--- config.mk ---
export PLATFORM = sky130hd
export DESIGN_NAME = three_rotor_reflector_cipher
export DESIGN_NICKNAME = d
export VERILOG_FILES = /design/src/hdl/trc_pkg.sv /design/src/hdl/three_rotor_reflector_cipher.sv /design/src/hdl/trc_plugboard.sv /design/src/hdl/trc_pipe.sv
export SDC_FILE = /design/constraint.sdc
export NUM_CORES = 1
export LEC_CHECK = 0
export ABC_AREA = 1
export ABC_CLOCK_PERIOD_IN_PS = 11570
export BUFFER_PORTS_ARGS = -buffer_cell sky130_fd_sc_hd__buf_2
export CORE_UTILIZATION = 39
export CTS_BUF_LIST = sky130_fd_sc_hd__clkbuf_4 sky130_fd_sc_hd__clkbuf_8 sky130_fd_sc_hd__clkbuf_16
export DETAILED_ROUTE_END_ITERATION = 10
export SKIP_LAST_GASP = 1
export SLEW_MARGIN = 25
export SYNTH_ARGS = -nofsm -noshare
export SYNTH_HDL_FRONTEND = slang
export SYNTH_SLANG_ARGS = --single-unit
export TNS_END_PERCENT = 5
--- constraint.sdc ---
create_clock -name clock -period 11.57 [get_ports clock]
set_clock_uncertainty 0.2 [all_clocks]
set_input_delay 2.314 -clock clock [delete_from_list [all_inputs] [get_ports clock]]
set_output_delay 2.314 -clock clock [all_outputs]
set_load 0.05 [all_outputs]
--- src/hdl/trc_pkg.sv ---
`timescale 1ns / 1ps
// ----------------------------------------------------------------------------
// trc_pkg
// Shared types, rotor wiring tables and mod-26 helpers for the rotor cipher.
// ----------------------------------------------------------------------------
package trc_pkg;

   localparam int unsigned ALPHA     = 26;
   localparam int unsigned MAX_PAIRS = 10;
   localparam int unsigned PAIR_W    = 10;
   localparam int unsigned LOW_W     = 60;
   localparam int unsigned HIGH_W    = 40;
   localparam int unsigned PAIRS_W   = MAX_PAIRS * PAIR_W;

   localparam logic [4:0] LAST_POS = 5'(ALPHA - 1);

   // item modes
   localparam logic MODE_ENCODE = 1'b0;
   localparam logic MODE_ZERO   = 1'b1;

   // register indexes
   localparam logic [1:0] CSR_PLUG_LOW  = 2'd0;
   localparam logic [1:0] CSR_PLUG_HIGH = 2'd1;

   typedef logic [4:0] letter_type;

   typedef struct packed {
      logic       rst;     // position reset item, result is zero
      logic       bad;     // letter out of range, result is zero
      letter_type letter;
      letter_type pos_l;
      letter_type pos_m;
      letter_type pos_r;
   } item_type;

   localparam letter_type WIRE_LEFT [ALPHA] = '{
      5'd5, 5'd17, 5'd0, 5'd25, 5'd23, 5'd8, 5'd21, 5'd12, 5'd9, 5'd14,
      5'd20, 5'd1, 5'd3, 5'd15, 5'd4, 5'd18, 5'd19, 5'd6, 5'd10, 5'd7,
      5'd11, 5'd2, 5'd13, 5'd16, 5'd22, 5'd24};
   localparam letter_type WIRE_MIDDLE [ALPHA] = '{
      5'd18, 5'd10, 5'd4, 5'd0, 5'd9, 5'd15, 5'd1, 5'd19, 5'd25, 5'd8,
      5'd20, 5'd14, 5'd13, 5'd7, 5'd12, 5'd5, 5'd3, 5'd21, 5'd24, 5'd17,
      5'd11, 5'd22, 5'd2, 5'd16, 5'd6, 5'd23};
   localparam letter_type WIRE_RIGHT [ALPHA] = '{
      5'd13, 5'd6, 5'd20, 5'd24, 5'd10, 5'd16, 5'd23, 5'd9, 5'd7, 5'd5,
      5'd19, 5'd12, 5'd0, 5'd22, 5'd3, 5'd18, 5'd11, 5'd4, 5'd17, 5'd21,
      5'd15, 5'd1, 5'd2, 5'd8, 5'd25, 5'd14};
   localparam letter_type WIRE_REFLECT [ALPHA] = '{
      5'd8, 5'd18, 5'd7, 5'd15, 5'd9, 5'd24, 5'd10, 5'd2, 5'd0, 5'd4,
      5'd6, 5'd16, 5'd17, 5'd21, 5'd25, 5'd3, 5'd11, 5'd12, 5'd1, 5'd22,
      5'd23, 5'd13, 5'd19, 5'd20, 5'd5, 5'd14};

   // inverse wirings for the return path
   localparam letter_type INV_LEFT [ALPHA] = '{
      5'd2, 5'd11, 5'd21, 5'd12, 5'd14, 5'd0, 5'd17, 5'd19, 5'd5, 5'd8,
      5'd18, 5'd20, 5'd7, 5'd22, 5'd9, 5'd13, 5'd23, 5'd1, 5'd15, 5'd16,
      5'd10, 5'd6, 5'd24, 5'd4, 5'd25, 5'd3};
   localparam letter_type INV_MIDDLE [ALPHA] = '{
      5'd3, 5'd6, 5'd22, 5'd16, 5'd2, 5'd15, 5'd24, 5'd13, 5'd9, 5'd4,
      5'd1, 5'd20, 5'd14, 5'd12, 5'd11, 5'd5, 5'd23, 5'd19, 5'd0, 5'd7,
      5'd10, 5'd17, 5'd21, 5'd25, 5'd18, 5'd8};
   localparam letter_type INV_RIGHT [ALPHA] = '{
      5'd12, 5'd21, 5'd22, 5'd14, 5'd17, 5'd9, 5'd1, 5'd8, 5'd23, 5'd7,
      5'd4, 5'd16, 5'd11, 5'd0, 5'd25, 5'd20, 5'd5, 5'd18, 5'd15, 5'd10,
      5'd2, 5'd19, 5'd13, 5'd6, 5'd3, 5'd24};

   // (a + b) mod 26 for a, b below 26
   function automatic letter_type add_mod(input letter_type a, input letter_type b);
      logic [5:0] s;
      s = {1'b0, a} + {1'b0, b};
      if (s >= 6'(ALPHA)) return 5'(s - 6'(ALPHA));
      return s[4:0];
   endfunction

   // (x - p) mod 26 for x, p below 26
   function automatic letter_type sub_mod(input letter_type x, input letter_type p);
      logic [5:0] s;
      s = {1'b0, x} + 6'(ALPHA) - {1'b0, p};
      if (x >= p) return x - p;
      return s[4:0];
   endfunction

endpackage

--- src/hdl/three_rotor_reflector_cipher.sv ---
`timescale 1ns / 1ps
// Path: an accepted item passes the input register, the register after the
// reflector and the result register, which drives rsp_valid.
// Throughput: one item per cycle; req_stall rises only when all three registers
// hold items and rsp_stall is high.
// Reset: synchronous, active high; clears rotor positions, plug pairs and all
// pipeline valid flags. No clearing pass, items are taken right after reset.
// ----------------------------------------------------------------------------
// three_rotor_reflector_cipher
// Three-rotor reflector cipher with plugboard, one letter per item.
// ----------------------------------------------------------------------------
module three_rotor_reflector_cipher import trc_pkg::*; #(
   parameter int unsigned PLUG_PAIRS = 10
) (
   input  logic             clock,
   input  logic             reset,
   // input items
   input  logic             req_valid,
   output logic             req_stall,
   input  logic             req_mode,
   input  logic [4:0]       req_letter_in,
   // result items
   output logic             rsp_valid,
   input  logic             rsp_stall,
   output logic [4:0]       rsp_letter_out,
   output logic             rsp_invalid,
   // register writes
   input  logic             csr_valid,
   output logic             csr_ready,
   input  logic [1:0]       csr_index,
   input  logic [LOW_W-1:0] csr_wdata
);

   // plug pair registers
   logic [LOW_W-1:0]  plug_low_ff;
   logic [HIGH_W-1:0] plug_high_ff;

   // rotor positions, stepped at accept time so back-to-back items
   // see the positions left by the one before
   letter_type pos_l_ff, pos_m_ff, pos_r_ff;
   letter_type pos_l_in, pos_m_in, pos_r_in;

   logic     pipe_ready;
   logic     req_accept;
   logic     letter_ok;
   item_type item;

   assign csr_ready  = 1'b1;
   assign req_stall  = !pipe_ready;
   assign req_accept = req_valid && pipe_ready;
   assign letter_ok  = req_letter_in < 5'(ALPHA);

   always_ff @(posedge clock) begin
      if (reset) begin
         plug_low_ff  <= '0;
         plug_high_ff <= '0;
      end else if (csr_valid && csr_ready) begin
         // unknown indexes fall through and are dropped
         if (csr_index == CSR_PLUG_LOW)  plug_low_ff  <= csr_wdata;
         if (csr_index == CSR_PLUG_HIGH) plug_high_ff <= csr_wdata[HIGH_W-1:0];
      end
   end

   // odometer stepping: right on every in-range letter, carry on wrap, no notches; zero items clear all
   always_comb begin
      pos_l_in = pos_l_ff;
      pos_m_in = pos_m_ff;
      pos_r_in = pos_r_ff;
      if (req_accept) begin
         if (req_mode == MODE_ZERO) begin
            pos_l_in = '0;
            pos_m_in = '0;
            pos_r_in = '0;
         end else if (letter_ok) begin
            if (pos_r_ff == LAST_POS) begin
               pos_r_in = '0;
               if (pos_m_ff == LAST_POS) begin
                  pos_m_in = '0;
                  pos_l_in = (pos_l_ff == LAST_POS) ? '0 : pos_l_ff + 5'd1;
               end else begin
                  pos_m_in = pos_m_ff + 5'd1;
               end
            end else begin
               pos_r_in = pos_r_ff + 5'd1;
            end
         end
      end
   end

   always_ff @(posedge clock) begin
      if (reset) begin
         pos_l_ff <= '0;
         pos_m_ff <= '0;
         pos_r_ff <= '0;
      end else begin
         pos_l_ff <= pos_l_in;
         pos_m_ff <= pos_m_in;
         pos_r_ff <= pos_r_in;
      end
   end

   // item carries the positions after its own step
   always_comb begin
      item.rst    = (req_mode == MODE_ZERO);
      item.bad    = (req_mode == MODE_ENCODE) && !letter_ok;
      item.letter = letter_ok ? req_letter_in : '0;
      item.pos_l  = pos_l_in;
      item.pos_m  = pos_m_in;
      item.pos_r  = pos_r_in;
   end

   trc_pipe #(.PLUG_PAIRS(PLUG_PAIRS)) u_pipe (
      .clock      (clock),
      .reset      (reset),
      .pairs      ({plug_high_ff, plug_low_ff}),
      .in_valid   (req_valid),
      .in_item    (item),
      .in_ready   (pipe_ready),
      .out_valid  (rsp_valid),
      .out_stall  (rsp_stall),
      .out_letter (rsp_letter_out),
      .out_invalid(rsp_invalid)
   );

endmodule

--- src/hdl/trc_plugboard.sv ---
`timescale 1ns / 1ps
// ----------------------------------------------------------------------------
// trc_plugboard
// Plugboard swap: first active pair that holds the letter swaps it.
// ----------------------------------------------------------------------------
module trc_plugboard import trc_pkg::*; #(
   parameter int unsigned PLUG_PAIRS = 10
) (
   input  logic [PAIRS_W-1:0] pairs,
   input  letter_type         letter_in,
   output letter_type         letter_out
);

   always_comb begin
      logic       found;
      letter_type a;
      letter_type b;
      found      = 1'b0;
      letter_out = letter_in;
      for (int i = 0; i < PLUG_PAIRS; i++) begin
         a = pairs[i*PAIR_W +: 5];
         b = pairs[i*PAIR_W + 5 +: 5];
         // equal ends or an out-of-range end mean the pair is unused
         if (!found && a != b && a < 5'(ALPHA) && b < 5'(ALPHA)) begin
            if (letter_in == a) begin
               letter_out = b;
               found      = 1'b1;
            end else if (letter_in == b) begin
               letter_out = a;
               found      = 1'b1;
            end
         end
      end
   end

endmodule

--- src/hdl/trc_pipe.sv ---
`timescale 1ns / 1ps
// ----------------------------------------------------------------------------
// trc_pipe
// Input register, forward/reflect stage, return stage and result register.
// ----------------------------------------------------------------------------
module trc_pipe import trc_pkg::*; #(
   parameter int unsigned PLUG_PAIRS = 10
) (
   input  logic               clock,
   input  logic               reset,
   input  logic [PAIRS_W-1:0] pairs,
   input  logic               in_valid,
   input  item_type           in_item,
   output logic               in_ready,
   output logic               out_valid,
   input  logic               out_stall,
   output letter_type         out_letter,
   output logic               out_invalid
);

   logic       s1_valid_ff, s2_valid_ff, o_valid_ff;
   item_type   s1_ff, s2_ff;
   letter_type o_letter_ff;
   logic       o_invalid_ff;

   logic       o_adv, s2_adv, s1_adv;
   letter_type fwd_plug, fwd_r, fwd_m, fwd_l, refl;
   letter_type back_l, back_m, back_r, back_plug;
   item_type   s2_in;

   assign o_adv    = !o_valid_ff || !out_stall;
   assign s2_adv   = !s2_valid_ff || o_adv;
   assign s1_adv   = !s1_valid_ff || s2_adv;
   assign in_ready = s1_adv;

   // forward path through plugboard, rotors and reflector
   trc_plugboard #(.PLUG_PAIRS(PLUG_PAIRS)) u_plug_fwd (
      .pairs     (pairs),
      .letter_in (s1_ff.letter),
      .letter_out(fwd_plug)
   );

   always_comb begin
      fwd_r = WIRE_RIGHT[add_mod(s1_ff.pos_r, fwd_plug)];
      fwd_m = WIRE_MIDDLE[add_mod(s1_ff.pos_m, fwd_r)];
      fwd_l = WIRE_LEFT[add_mod(s1_ff.pos_l, fwd_m)];
      refl  = WIRE_REFLECT[fwd_l];
      s2_in        = s1_ff;
      s2_in.letter = refl;
   end

   // return path through inverse rotors and plugboard
   always_comb begin
      back_l = sub_mod(INV_LEFT[s2_ff.letter], s2_ff.pos_l);
      back_m = sub_mod(INV_MIDDLE[back_l], s2_ff.pos_m);
      back_r = sub_mod(INV_RIGHT[back_m], s2_ff.pos_r);
   end

   trc_plugboard #(.PLUG_PAIRS(PLUG_PAIRS)) u_plug_back (
      .pairs     (pairs),
      .letter_in (back_r),
      .letter_out(back_plug)
   );

   always_ff @(posedge clock) begin
      if (reset) begin
         s1_valid_ff <= 1'b0;
         s2_valid_ff <= 1'b0;
         o_valid_ff  <= 1'b0;
      end else begin
         if (s1_adv) s1_valid_ff <= in_valid;
         if (s2_adv) s2_valid_ff <= s1_valid_ff;
         if (o_adv)  o_valid_ff  <= s2_valid_ff;
      end
   end

   always_ff @(posedge clock) begin
      if (s1_adv && in_valid) s1_ff <= in_item;
      if (s2_adv && s1_valid_ff) s2_ff <= s2_in;
      if (o_adv && s2_valid_ff) begin
         o_letter_ff  <= (s2_ff.rst || s2_ff.bad) ? '0 : back_plug;
         o_invalid_ff <= s2_ff.bad;
      end
   end

   assign out_valid   = o_valid_ff;
   assign out_letter  = o_letter_ff;
   assign out_invalid = o_invalid_ff;

endmodule

==> results of run 1 <==
sequential cells by signal (all words and copies together), names as in the netlist:
signal	count
plug_high_ff	40
plug_low_ff	60
pos_l_ff	5
pos_m_ff	5
pos_r_ff	5
u_pipe.out_invalid	1
u_pipe.out_letter	5
u_pipe.out_valid	1
u_pipe.s1_ff	22
u_pipe.s1_valid_ff	1
u_pipe.s2_ff	22
u_pipe.s2_valid_ff	1
synthesized netlist by cell type (50+ instances only):
library cell | instances | area (sq um)
nand2_1 | 498 | 1870
inv_1 | 310 | 1160
nor2_1 | 248 | 931
o21ai_0 | 193 | 966
dfxtp_1 | 118 | 2360
a211oi_1 | 114 | 856
nand3_1 | 114 | 571
a21oi_1 | 101 | 505
xor2_1 | 97 | 850
ha_1 | 95 | 1190
clkbuf_1 | 67 | 251
edfxtp_1 | 50 | 1500
per-stage QoR:
step | setup WS [ns] | cell area (sq um) | hold slack (ns) | setup TNS (ns)
2_1_floorplan | 0.182 | 16200 | 0.200 | 0
3_3_place_gp | 0.338 | 18000 | 0.204 | 0
3_5_place_dp | 0.0631 | 18000 | 0.207 | 0
4_1_cts | 0.00194 | 18600 | 0.238 | 0
5_1_grt | -0.216 | 19400 | 0.239 | -0.976
6_report | 0.623 | 19400 | 0.243 | 0
cell usage in the layout, fill, tap and decap left out, types with 92 or more instances in the layout:
master / n
a211oi_1: 113
buf_4: 160
nand3_1: 109
dfxtp_1: 118
a21oi_1: 92
nor2_1: 234
nand2_1: 481
o21ai_0: 178
inv_1: 294
routing by layer:
metal	up-vias	GRT usage	routed length, um
met5	-	0	9
met3	112	0.0495	4460
met1	8151	0.355	25100
met4	2	0.110	1860
li1	8539	-	-
met2	712	0.428	26200
final cells by class:
cell class                 instances  area, sq um
fill                            4194        21500
multi-input combinational       1833        11200
sequential                       168         3860
timing repair buffer             255         1840
inverter                         329         1250
tap                              532          666
clock buffer                      19          447
clock inverter                    13          116
cell families (layout without fill, tap and decap cells):
family          after synthesis  count (layout)  synth area share
mux                           3               3           0.00185
other cells                   1               1          0.000231
fa+ha+maj                   107             107            0.0880
simple gates                995             995             0.270
compound gates              589             589             0.228
flops                       168             168             0.238
xor+xnor                    138             138            0.0744
buf+inv                     420             616             0.100
repair_timing:
item | 4_1_cts | 5_1_grt
gates resized for setup | 0 | 147
endpoints found under the setup margin | 0 | 10
buffers inserted | 0 | 40
final timing paths:
| kind | cells after the start | start | slack, ns | to |
|---|---|---|---|---|
| hold / removal | 0 | u_pipe.s1_ff[21]$_DFFE_PP_ | 0.24 | u_pipe.s2_ff[21]$_DFFE_PP_ |
| hold reg to reg | 0 | u_pipe.s1_ff[21]$_DFFE_PP_ | 0.24 | u_pipe.s2_ff[21]$_DFFE_PP_ |
| setup / recovery | 76 | u_pipe.s1_ff[19]$_SDFFCE_PP0P_ | 0.62 | u_pipe.s2_ff[18]$_DFFE_PP_ |
| setup reg to reg | 76 | u_pipe.s1_ff[19]$_SDFFCE_PP0P_ | 0.62 | u_pipe.s2_ff[18]$_DFFE_PP_ |
==> run summary, run 1 <==
CTS
* 2 — maximum clock insertion buffer count
* 0.07 ns — clock transition time at the flip-flop clock pins of the worst setup and hold paths
* 4 — H-tree depth
* built — TritonCTS clock tree
* 0.46 ns — clock latency at the later pin of the worst-skew pair
* clkbuf_16 — Clk Tree Root Cell
* 168 — clock sink total
* 17 — cts bufs inserted
* 0 — number of buffers added to fix hold violations after cts

Placement
* 43300 um — DP Wirelength
* 80 — Port-buffer cells
* 3077 — number of instances in the placed design
* 0.988 — routability congestion estimate

Global route
* 16200 — via count of the first global-routing pass
* 0 — grt total ovfl
* 2 — antenna violations before repair
* 0.269 — Global Route Usage Sum
* 88900 um — global-route wire length before repair
* 90 — maximum number of pins on one net before global-route repair

Synth
* 0 — Async S/R FF share, synth
* 76 — count of distinct cell types in the synthesized netlist
* 50 — count of flip-flops with a built-in enable after synthesis
* 0.0162 sq mm — Post-Syn Area
* 2421 — post-synthesis instance total
* 0 — Yosys warnings
* 0.238 — fraction of the yosys area taken by sequential cells
* 168 — FF+latch count, synth
* 6.71 sq um — per-instance average area after synthesis
* 2601 — synthesized net count
* dfxtp_1 — most used flip-flop cell after synthesis

STA
* 0 — final count of hold timing violations
* 1.03 ns — Tightest Pin Transition
* true — setup repair after global routing missed its margin
* 10.95 ns — shortest period the worst path allows
* 0 — Max Slew Vio Count
* 0.946 — fin crit share
* 0 — final setup violating endpoints
* 0.0913 GHz — Achievable Freq
* 0.311 — Slew HR

Setup path
* 11.59 ns — Critical Path RT
* 8 — critical path peak fanout
* 0.46 ns — largest incremental delay on the critical path
* register to register — classification of the worst setup path
* edfxtp_1 — CP max stage cell
* 10.96 ns — crit path DAT
* 23 — total buffers and inverters traversed by the critical path
* register — launching element type of the critical path
* buf_4 — Most Frequent Cell on Critical Path
* simple AND/OR/NAND/NOR gates — top cell family by delay on the critical path
* register — critical path capture point type

Final layout
* 2784 — Total Nets Final
* 0 — number of inserted diodes
* 0.474 — utilization after layout
* 19.5% — growth of design area from synthesis to finish
* 0.179 — layout cell share with drive strength beyond 1
* 3149 — number of cells in the finished layout apart from fillers

Floorplan
* 0.397 — starting density of the core
* 0.0409 sq mm — core area
* 74 — Std-Cell Rows
* 0.0425 sq mm — floorplan die area
* 206 um — y dimension of the die
* 82 — number of top-level design ports
* 206 um — Die X

Route
* 17500 — via count
* 6 — number of optimization iterations in the first detailed-route pass
* 57600 um — Routed WL
* 0 — ANT nets after route
* 0 — # DRC
* 5.56 — ratio of routed vias to standard cells
* 1548 — number of violations reported at the end of detailed-routing iteration 0
* 18.3 um — WL per Instance

Worst hold path
* register to register — path type of the worst min-delay path

Job
* 0 — max cap viols

Run status
* finished clean — outcome

Power of run 1 is not shown: default switching activity piles up to over one toggle a cycle in this logic, so the estimate is an artifact.
==> run 2, diff against run 1 <==
--- a/config.mk
+++ b/config.mk
@@ -8,9 +8,12 @@
 export ABC_AREA = 1
 export ABC_CLOCK_PERIOD_IN_PS = 11570
 export BUFFER_PORTS_ARGS = -buffer_cell sky130_fd_sc_hd__buf_2
+export CELL_PAD_IN_SITES_DETAIL_PLACEMENT = 0
+export CELL_PAD_IN_SITES_GLOBAL_PLACEMENT = 1
 export CORE_UTILIZATION = 39
 export CTS_BUF_LIST = sky130_fd_sc_hd__clkbuf_4 sky130_fd_sc_hd__clkbuf_8 sky130_fd_sc_hd__clkbuf_16
 export DETAILED_ROUTE_END_ITERATION = 10
+export PLACE_DENSITY_LB_ADDON = 0.1
 export SKIP_LAST_GASP = 1
 export SLEW_MARGIN = 25
 export SYNTH_ARGS = -nofsm -noshare
==> run summary, run 2 (synthesized netlist as in run 1, its figures left out) <==
Setup path
* 79 — number of cell instances on the worst register-to-register path, +3.9%
* register — launching element type of the critical path
* u_pipe.s1_ff[18]$_SDFFCE_PP0P_ — worst setup path startpoint
* 0.67 ns — reg-to-reg setup timing slack, +0.05 ns
* edfxtp_1 — CP max stage cell
* register — critical path capture point type
* 12 — critical path peak fanout, +4
* u_pipe.s1_ff[18]$_SDFFCE_PP0P_ — source of the worst register-to-register timing path
* 11.72 ns — Critical Path RT, +0.13 ns
* 0.41 ns — largest incremental delay on the critical path, -0.05 ns
* register to register — classification of the worst setup path
* u_pipe.s2_ff[15]$_DFFE_PP_ — Critical R2R Capture
* 11.05 ns — crit path DAT, +0.09 ns
* u_pipe.s2_ff[15]$_DFFE_PP_ — crit path to

STA
* 0.351 — Slew HR, +0.0397
* 0.942 — fin crit share, -0.00389
* 0.0917 GHz — Achievable Freq, +0.41%
* 10.90 ns — shortest period the worst path allows, -0.0450 ns
* 0.668 ns — worst-case setup margin in the final layout, +0.0450 ns
* true — setup repair after global routing missed its margin
* 0 — final count of hold timing violations, unchanged
* 0.973 ns — Tightest Pin Transition, -0.0595 ns
* 0 — final setup violating endpoints, unchanged
* 0 — Max Slew Vio Count, unchanged

Floorplan
* 74 — Std-Cell Rows, unchanged
* 82 — number of top-level design ports, unchanged
* 0.0409 sq mm — core area, unchanged
* 206 um — y dimension of the die, unchanged
* 0.397 — starting density of the core, unchanged
* 206 um — Die X, unchanged
* 0.0425 sq mm — floorplan die area, unchanged

CTS
* built — TritonCTS clock tree
* 4 — H-tree depth, unchanged
* 0.08 ns — clock transition time at the flip-flop clock pins of the worst setup and hold paths, about the same
* 0.49 ns — clock latency at the later pin of the worst-skew pair, +0.03 ns
* 17 — cts bufs inserted, unchanged
* 0 — number of buffers added to fix hold violations after cts, unchanged
* 2 — maximum clock insertion buffer count, unchanged
* clkbuf_16 — Clk Tree Root Cell
* 168 — clock sink total, unchanged

Route
* 0 — # DRC, unchanged
* 0 — ANT nets after route, unchanged
* 59600 um — Routed WL, +3.5%
* 6 — number of optimization iterations in the first detailed-route pass, unchanged
* 26900 um — amount of wire on met2 after detailed routing, +2.7%
* 26500 um — Metal-1 WL, +5.4%
* 18.9 um — WL per Instance, +3.2%
* 17400 — via count, -0.67%
* met5 — top layer used by detailed routing
* 1425 — number of violations reported at the end of detailed-routing iteration 0, -7.9%
* 4080 um — sum of met3 wire segment lengths after detailed routing, -8.4%
* 5.51 — ratio of routed vias to standard cells, -0.89%

Global route
* 90400 um — global-route wire length before repair, +1.7%
* 0.280 — Global Route Usage Sum, +0.0115
* 81 — maximum number of pins on one net before global-route repair, -10%
* 0 — grt total ovfl, unchanged
* 16000 — via count of the first global-routing pass, -1.5%
* 1 — antenna violations before repair, -1

Worst hold path
* register to register — path type of the worst min-delay path

Final layout
* 2790 — Total Nets Final, +0.22%
* 60 — max FFs per register, unchanged
* 0.182 — layout cell share with drive strength beyond 1, +0.00302
* nand2_1, inv_1, nor2_1, o21ai_0, buf_4 — leading cell types in the layout, fill and taps excluded
* nand2_1 — most common cell after layout, fill and taps aside
* plug_low_ff: 60 flops, plug_high_ff: 40 flops — registers with the most flip-flops
* 20.4% — growth of design area from synthesis to finish
* plug_low_ff — Most flops, register

Job
* 0 — max cap viols, unchanged

Placement
* -0.207 ns — worst slack at placement, -0.270 ns
* 80 — Port-buffer cells, unchanged
* 0.933 — routability congestion estimate, -5.5%
* 44800 um — DP Wirelength, +3.5%

Run status
* finished clean — outcome

run 2: cell count changes in the layout (fill, tap and decap cells not counted), sizes merged:
cell      previous run  this run
buf                255       261
clkbuf              19        21
clkinv               9         6
clkinvlp             4         6
diode                0         1
inv                328       327
run 2: how the worst min path moves through the flow:
| stage | startpoint | end | cells after the start |
|---|---|---|---|
| 2_1_floorplan | u_pipe.s1_ff[20]$_DFFE_PP_ | u_pipe.s2_ff[20]$_DFFE_PP_ | 0 |
| 3_3_place_gp | u_pipe.s1_ff[20]$_DFFE_PP_ | u_pipe.s2_ff[20]$_DFFE_PP_ | 0 |
| 3_5_place_dp | u_pipe.s1_ff[20]$_DFFE_PP_ | u_pipe.s2_ff[20]$_DFFE_PP_ | 0 |
| 4_1_cts | u_pipe.s1_ff[21]$_DFFE_PP_ | u_pipe.s2_ff[21]$_DFFE_PP_ | 0 |
| 5_1_grt | u_pipe.s1_ff[21]$_DFFE_PP_ | u_pipe.s2_ff[21]$_DFFE_PP_ | 0 |
| 6_report | u_pipe.s1_ff[21]$_DFFE_PP_ | u_pipe.s2_ff[21]$_DFFE_PP_ | 0 |
run 2: what timing repair did:
item                                   4_1_cts  5_1_grt
endpoints found under the hold margin        0        0
gates resized for setup                      6      154
setup endpoints to repair                    5       10
pin swaps                                    0       58
setup buffers                                3       29
run 2: metrics by stage:
step | setup TNS [ns] | std cells | area [sq um] | util | hold WS [ns]
after global placement | 0 | 3091 | 18100 | 0.443 | 0.208
after floorplan | 0 | 2421 | 16200 | - | 0.200
after CTS | 0 | 3126 | 18700 | 0.458 | 0.226
after global routing | -0.884 | 3155 | 19600 | 0.478 | 0.227
after detailed placement | -0.669 | 3091 | 18100 | 0.443 | 0.215
final | 0 | 3156 | 19600 | 0.478 | 0.218
run 2: layer usage:
| layer | vias up | track usage |
|---|---|---|
| li1 | 8557 | - |
| met1 | 8100 | 0.377 |
| met2 | 630 | 0.444 |
| met3 | 110 | 0.0471 |
| met4 | 2 | 0.109 |
| met5 | - | 0 |
run 2: final cells by class:
cell class                      count  area (sq um)
Fill cell                        4218         21400
Multi-Input combinational cell   1833         11300
Sequential cell                   168          3860
Timing Repair Buffer              261          1850
Inverter                          329          1260
Tap cell                          532           666
Clock buffer                       21           473
Clock inverter                     11           111
Antenna cell                        1          2.50
run 2: worst max-delay path: cells and delay by family (launching register included):
kind | cells | cell delay (ns)
simple gates | 32 | 3.38
buf+inv | 20 | 2.09
compound gates | 14 | 2.09
xor+xnor | 7 | 0.99
fa+ha+maj | 6 | 1.55
flops | 1 | 0.41
Power of run 2 is left out for the same reason.
